## config.mk

```make
export PLATFORM = sky130hd
export DESIGN_NAME = qapm_pid_axis
export DESIGN_NICKNAME = d
export VERILOG_FILES = /design/src/sv/quad_attitude_pid_mixer_defines.svh /design/src/sv/qapm_pkg.sv /design/src/sv/qapm_pid_axis.sv
export SDC_FILE = /design/constraint.sdc
export NUM_CORES = 2
export LEC_CHECK = 0
export BUFFER_PORTS_ARGS = -buffer_cell sky130_fd_sc_hd__buf_4
export CAP_MARGIN = 30
export CORE_MARGIN = 2
export CORE_UTILIZATION = 67
export DETAILED_ROUTE_END_ITERATION = 12
export GPL_ROUTABILITY_DRIVEN = 1
export PLACE_DENSITY = 0.88
export SYNTH_ARGS = -nofsm -noshare
export SYNTH_HDL_FRONTEND = slang
export SYNTH_SLANG_ARGS = --single-unit
```

## constraint.sdc

```tcl
create_clock -name clk -period 10.3 [get_ports clk]
set_clock_uncertainty 0.1 [all_clocks]
set_input_delay 2.06 -clock clk [delete_from_list [all_inputs] [get_ports clk]]
set_output_delay 2.06 -clock clk [all_outputs]
set_load 0.01 [all_outputs]
```

## src/sv/quad_attitude_pid_mixer_defines.svh

```systemverilog
// ----------------------------------------------------------------------------
// Attitude PID mixer assertion macros
// Shared concurrent assertion forms, clocked on clk and held off in reset.
// ----------------------------------------------------------------------------
`ifndef QUAD_ATTITUDE_PID_MIXER_DEFINES_SVH
`define QUAD_ATTITUDE_PID_MIXER_DEFINES_SVH

// Same-cycle implication.
`define QAPM_ASSERT_IMP(lbl, ante, cons, msg) \
  lbl: assert property (@(posedge clk) disable iff (!rst_n) (ante) |-> (cons)) \
    else $error(msg);

// Next-cycle implication.
`define QAPM_ASSERT_NXT(lbl, ante, cons, msg) \
  lbl: assert property (@(posedge clk) disable iff (!rst_n) (ante) |=> (cons)) \
    else $error(msg);

`endif

```

## src/sv/qapm_pkg.sv

```systemverilog
// ----------------------------------------------------------------------------
// Attitude PID mixer package
// Transaction payload types, pipeline control struct and fixed constants.
// ----------------------------------------------------------------------------
package qapm_pkg;

  localparam int CFG_IDX_W  = 3;
  localparam int CFG_DATA_W = 16;

  localparam logic [CFG_IDX_W-1:0] CFG_GAIN_P     = 3'd0;
  localparam logic [CFG_IDX_W-1:0] CFG_GAIN_I     = 3'd1;
  localparam logic [CFG_IDX_W-1:0] CFG_GAIN_D     = 3'd2;
  localparam logic [CFG_IDX_W-1:0] CFG_RESET_DEG  = 3'd3;
  localparam logic [CFG_IDX_W-1:0] CFG_THR_LOW    = 3'd4;
  localparam logic [CFG_IDX_W-1:0] CFG_THR_HIGH   = 3'd5;
  localparam logic [CFG_IDX_W-1:0] CFG_SETTLE     = 3'd6;

  localparam logic [15:0] GAIN_P_RST    = 16'd2048;
  localparam logic [15:0] GAIN_I_RST    = 16'd0;
  localparam logic [15:0] GAIN_D_RST    = 16'd410;
  localparam logic [8:0]  RESET_DEG_RST = 9'd40;
  localparam logic [15:0] THR_LOW_RST   = 16'd1065;
  localparam logic [15:0] THR_HIGH_RST  = 16'd1900;
  localparam logic [6:0]  SETTLE_RST    = 7'd100;

  localparam logic [15:0] YAW_CENTER   = 16'd1482;
  localparam logic [15:0] PITCH_CENTER = 16'd1535;
  localparam logic [15:0] ROLL_CENTER  = 16'd1485;
  localparam logic [16:0] ROLL_WRAP    = 17'd36000;

  typedef struct packed {
    logic [15:0]        throttle_pulse;
    logic [15:0]        yaw_pulse;
    logic [15:0]        pitch_pulse;
    logic [15:0]        roll_pulse;
    logic signed [15:0] yaw_angle;
    logic signed [15:0] pitch_angle;
    logic signed [15:0] roll_angle;
  } in_item_t;

  typedef struct packed {
    logic [15:0]        motor_front_left;
    logic [15:0]        motor_front_right;
    logic [15:0]        motor_rear_left;
    logic [15:0]        motor_rear_right;
    logic signed [31:0] yaw_drive;
    logic signed [31:0] pitch_drive;
    logic signed [31:0] roll_drive;
  } out_item_t;

  typedef struct packed {
    logic [15:0] fl;
    logic [15:0] fr;
    logic [15:0] rl;
    logic [15:0] rr;
  } mix_t;

  typedef struct packed {
    logic step;
    logic load_prod;
  } axis_ctl_t;

endpackage

```

## src/sv/qapm_pid_axis.sv

```systemverilog
// ----------------------------------------------------------------------------
// Attitude PID axis
// Error, integral and derivative update, gain products and rounded drive.
// ----------------------------------------------------------------------------
module qapm_pid_axis (
  input  logic                clk,
  input  logic                rst_n,
  input  qapm_pkg::axis_ctl_t ctl,
  input  logic [15:0]         gain_p,
  input  logic [15:0]         gain_i,
  input  logic [15:0]         gain_d,
  input  logic [8:0]          reset_deg,
  input  logic signed [16:0]  reference,
  input  logic signed [16:0]  current,
  output logic signed [31:0]  drive
);

  logic signed [16:0] err;
  logic [16:0]        mag;
  logic [16:0]        clr_thr;
  logic               clear;
  logic signed [32:0] isum;
  logic signed [31:0] isat;
  logic signed [31:0] integral_nxt;
  logic signed [17:0] deriv;

  logic signed [31:0] integral_r;
  logic signed [16:0] prev_err_r;

  logic signed [16:0] err_s1_r;
  logic signed [31:0] integ_s1_r;
  logic signed [17:0] deriv_s1_r;

  logic signed [33:0] prod_p;
  logic signed [48:0] prod_i;
  logic signed [34:0] prod_d;
  logic signed [33:0] prod_p_r;
  logic signed [48:0] prod_i_r;
  logic signed [34:0] prod_d_r;

  logic signed [50:0] sum;
  logic signed [38:0] quo;

  always_comb begin
    err     = reference - current;
    mag     = err[16] ? (~err + 17'd1) : err;
    clr_thr = ({8'd0, reset_deg} << 6) + ({8'd0, reset_deg} << 5)
            + ({8'd0, reset_deg} << 2) + 17'd99;
    clear   = (err == 17'sd0) || (mag > clr_thr);
    isum    = {integral_r[31], integral_r} + {{16{err[16]}}, err};
    if (isum[32] != isum[31]) begin
      isat = isum[32] ? 32'sh8000_0000 : 32'sh7FFF_FFFF;
    end else begin
      isat = isum[31:0];
    end
    integral_nxt = clear ? 32'sd0 : isat;
    deriv        = {err[16], err} - {prev_err_r[16], prev_err_r};
  end

  always_ff @(posedge clk) begin
    if (!rst_n) begin
      integral_r <= '0;
      prev_err_r <= '0;
    end else if (ctl.step) begin
      integral_r <= integral_nxt;
      prev_err_r <= err;
    end
  end

  always_ff @(posedge clk) begin
    if (ctl.step) begin
      err_s1_r   <= err;
      integ_s1_r <= integral_nxt;
      deriv_s1_r <= deriv;
    end
  end

  always_comb begin
    prod_p = $signed({18'd0, gain_p}) * $signed({{17{err_s1_r[16]}}, err_s1_r});
    prod_i = $signed({33'd0, gain_i}) * $signed({{17{integ_s1_r[31]}}, integ_s1_r});
    prod_d = $signed({19'd0, gain_d}) * $signed({{17{deriv_s1_r[17]}}, deriv_s1_r});
  end

  always_ff @(posedge clk) begin
    if (ctl.load_prod) begin
      prod_p_r <= prod_p;
      prod_i_r <= prod_i;
      prod_d_r <= prod_d;
    end
  end

  always_comb begin
    sum = {{17{prod_p_r[33]}}, prod_p_r} + {{2{prod_i_r[48]}}, prod_i_r}
        + {{16{prod_d_r[34]}}, prod_d_r} + 51'sd2048;
    quo = sum[50:12];
    if ((quo[38:31] == 8'h00) || (quo[38:31] == 8'hFF)) begin
      drive = quo[31:0];
    end else begin
      drive = quo[38] ? 32'sh8000_0000 : 32'sh7FFF_FFFF;
    end
  end

endmodule

```

==> metrics <==
I/O pins=127; crit path launch type=primary input; ANT nets after route=0; syn_nets=7464; final setup violation count=0; final hold violation count=0; Max Freq=0.112 GHz; Mapped Area=53900 sq um; die footprint=82700 sq um; final slew viol count=0; via count=40.5k; post_cts resized=0; synthesized area per cell=9.31 sq um; Residual DRC=0; vias in the first global route=44.0k; total track usage=34.2%; PortBufs=126; Synth Flop Type=edfxtp_1; Mapped Cells=5789; GP Congestion=0.933; vias per inst=5.90; gr ovfl total=0; GRT busiest layer=met2; drt total wl=136000 um; mean routed wirelength per cell=19.9 um; area delta synth->final=4.75%; setup TNS=0 ns; CTS tree=done; Max-Cap Viols=0; yosys warns=0; Worst-Skew Late Latency=0.57 ns; H-tree depth=1; Synth top area share=38.9%; RSZ-0062 raised after global routing=no; clk slew on worst S/H paths=0.06 ns; met3 Track Usage GR=9.20%; CTS sink cnt=234; fin util=70.6%; grt met1 use=42.4%; synth top area cells=fa_1, ha_1, edfxtp_1, inv_1, and2_1; flop and latch count out of synthesis=234; Setup Fix Bufs, Post-CTS=0; Synth area leader=fa_1; Critical Path End Type=flop; fin nets=7453; pin count of the biggest net entering global routing=80; 1st-pass router iterations=8; HPWL Detailed=108000 um; Initial Utilization=67.4%; core area=80000 sq um; CP arrival=9.09 ns; Clock Path Buffers=3; critical path type=primary input to flop; async set-reset flop share out of synthesis=0%; Rel. slew slack=20.0%; initial antenna violation count=8; DRT iter0 DRCs=3516; met2 global-route usage=56.2%; Post-synth EDFFs=185; Hold WC Path Type=flop to flop; status=finished clean; fin crit share=86.3%; num rows=104; WP data required=10.50 ns; Worst-Margin Slew=1.18 ns; Die Height=288 um; CTS root buffer=clkbuf_16; Crit Path Max Fanout=32; sequential share of the synthesized area=12.1%; Unique masters post-synth=79; clock buffer count from CTS=26; first-pass GRT wire length=223000 um; Post-CTS Hold Fix Bufs=0; die width=288 um; Period minus WS final=8.89 ns; share of layout cells above drive strength 1=3.68%
worst paths after layout:
check             slack, ns  cells past startpoint           start        endpoint
setup / recovery       1.41                     25       gain_i[8]    prod_i_r[46]
hold reg to reg        0.36                      2  integral_r[23]  integral_r[23]
hold / removal         0.36                      2  integral_r[23]  integral_r[23]
setup reg to reg       2.50                     24   integ_s1_r[7]    prod_i_r[46]
registers in the layout, summed over array words and instances, names as in the netlist:
register and count:
prod_i_r 49, integral_r 32, deriv_s1_r 18, err_s1_r 17
prod_p_r 34, integ_s1_r 32, prev_err_r 17, prod_d_r 35
worst max-delay path: stages:
cell	delay (ns)
buf_4	0.36
nand2_1	0.14
fa_1	0.56
inv_1	0.05
fa_1	0.51
inv_1	0.06
fa_1	0.54
inv_1	0.06
fa_1	0.46
fa_1	0.50
inv_1	0.05
fa_1	0.47
inv_1	0.04
ha_1	0.35
a21o_1	0.20
a21o_1	0.18
a2111oi_0	0.54
nand2_1	0.20
o2111ai_1	0.33
nand2_1	0.09
o221ai_1	0.36
a21oi_1	0.25
a2111oi_0	0.42
o21bai_1	0.13
xor2_1	0.15
layer usage:
| metal | part of all wire, % | vias up | routed length, um |
|---|---|---|---|
| met5 | 0.053 | - | 72 |
| met4 | 5.4 | 10 | 7350 |
| met3 | 11 | 556 | 15100 |
| met2 | 47 | 2252 | 64200 |
| met1 | 36 | 19900 | 49600 |
| li1 | - | 17700 | - |
layout by cell type (no fill, tap or decap), types with 103 or more instances in the layout:
cell type / instances
nor2_1: 164
a21o_1: 103
nand2_1: 687
o21ai_0: 104
fa_1: 1048
buf_4: 146
a21oi_1: 224
ha_1: 532
xnor2_1: 146
and2_1: 509
inv_1: 1284
edfxtp_1: 185
layout make-up:
cell class | instances | area, sq um
antenna | 6 | 15.0
inverter | 1284 | 4820
clock inverter | 12 | 61.3
clock buffer | 32 | 694
multi-input combinational | 4082 | 41800
timing repair buffer | 150 | 1210
fill | 5501 | 23600
sequential | 234 | 6540
tap | 1060 | 1330
logic make-up (layout without fill, tap and decap cells):
| kind of cell | Yosys count | after routing | synth area share (%) |
|---|---|---|---|
| and+or+nand+nor | 1608 | 1608 | 14.6 |
| adders and majority gates | 1580 | 1580 | 51.3 |
| buffers and inverters | 1473 | 1478 | 10.3 |
| AOI/OAI and AO/OA | 670 | 670 | 7.96 |
| DFF | 234 | 234 | 12.1 |
| xor gates and xnor gates | 209 | 209 | 3.40 |
| muxes | 15 | 15 | 0.281 |
| other | 0 | 6 | 0 |
cell usage after synthesis (12+ instances only):
master / number
ha_1: 532
nand2b_1: 38
dfxtp_1: 49
xor2_1: 63
nor2b_1: 61
clkbuf_1: 175
o21a_1: 27
a21oi_1: 224
o31ai_1: 14
or3_1: 12
nand4_1: 18
o21bai_1: 25
a21o_1: 103
nor2_1: 164
nor3_1: 35
nand3_1: 36
inv_1: 1284
mux2i_1: 14
fa_1: 1048
o21ai_1: 34
o211ai_1: 15
a211oi_1: 12
xnor2_1: 146
o21ai_0: 104
and3_1: 18
a31oi_1: 12
nand2_1: 687
edfxtp_1: 185
a21boi_0: 17
and2_1: 509
per-stage QoR:
| step | cell area [sq um] | worst slack, ns | cells | hold WS (ns) |
|---|---|---|---|---|
| after global placement | 55600 | 1.16 | 6806 | 0.340 |
| after global routing | 56500 | 0.921 | 6854 | 0.382 |
| after floorplan | 53900 | 1.79 | 5789 | 0.329 |
| after detailed placement | 55600 | 1.01 | 6808 | 0.348 |
| final | 56500 | 1.41 | 6860 | 0.360 |
| after CTS | 56400 | 1.48 | 6852 | 0.359 |
Power is left out: the tool's default activity adds up to more than one toggle a clock period on the data nets, which glitch-free logic cannot reach.
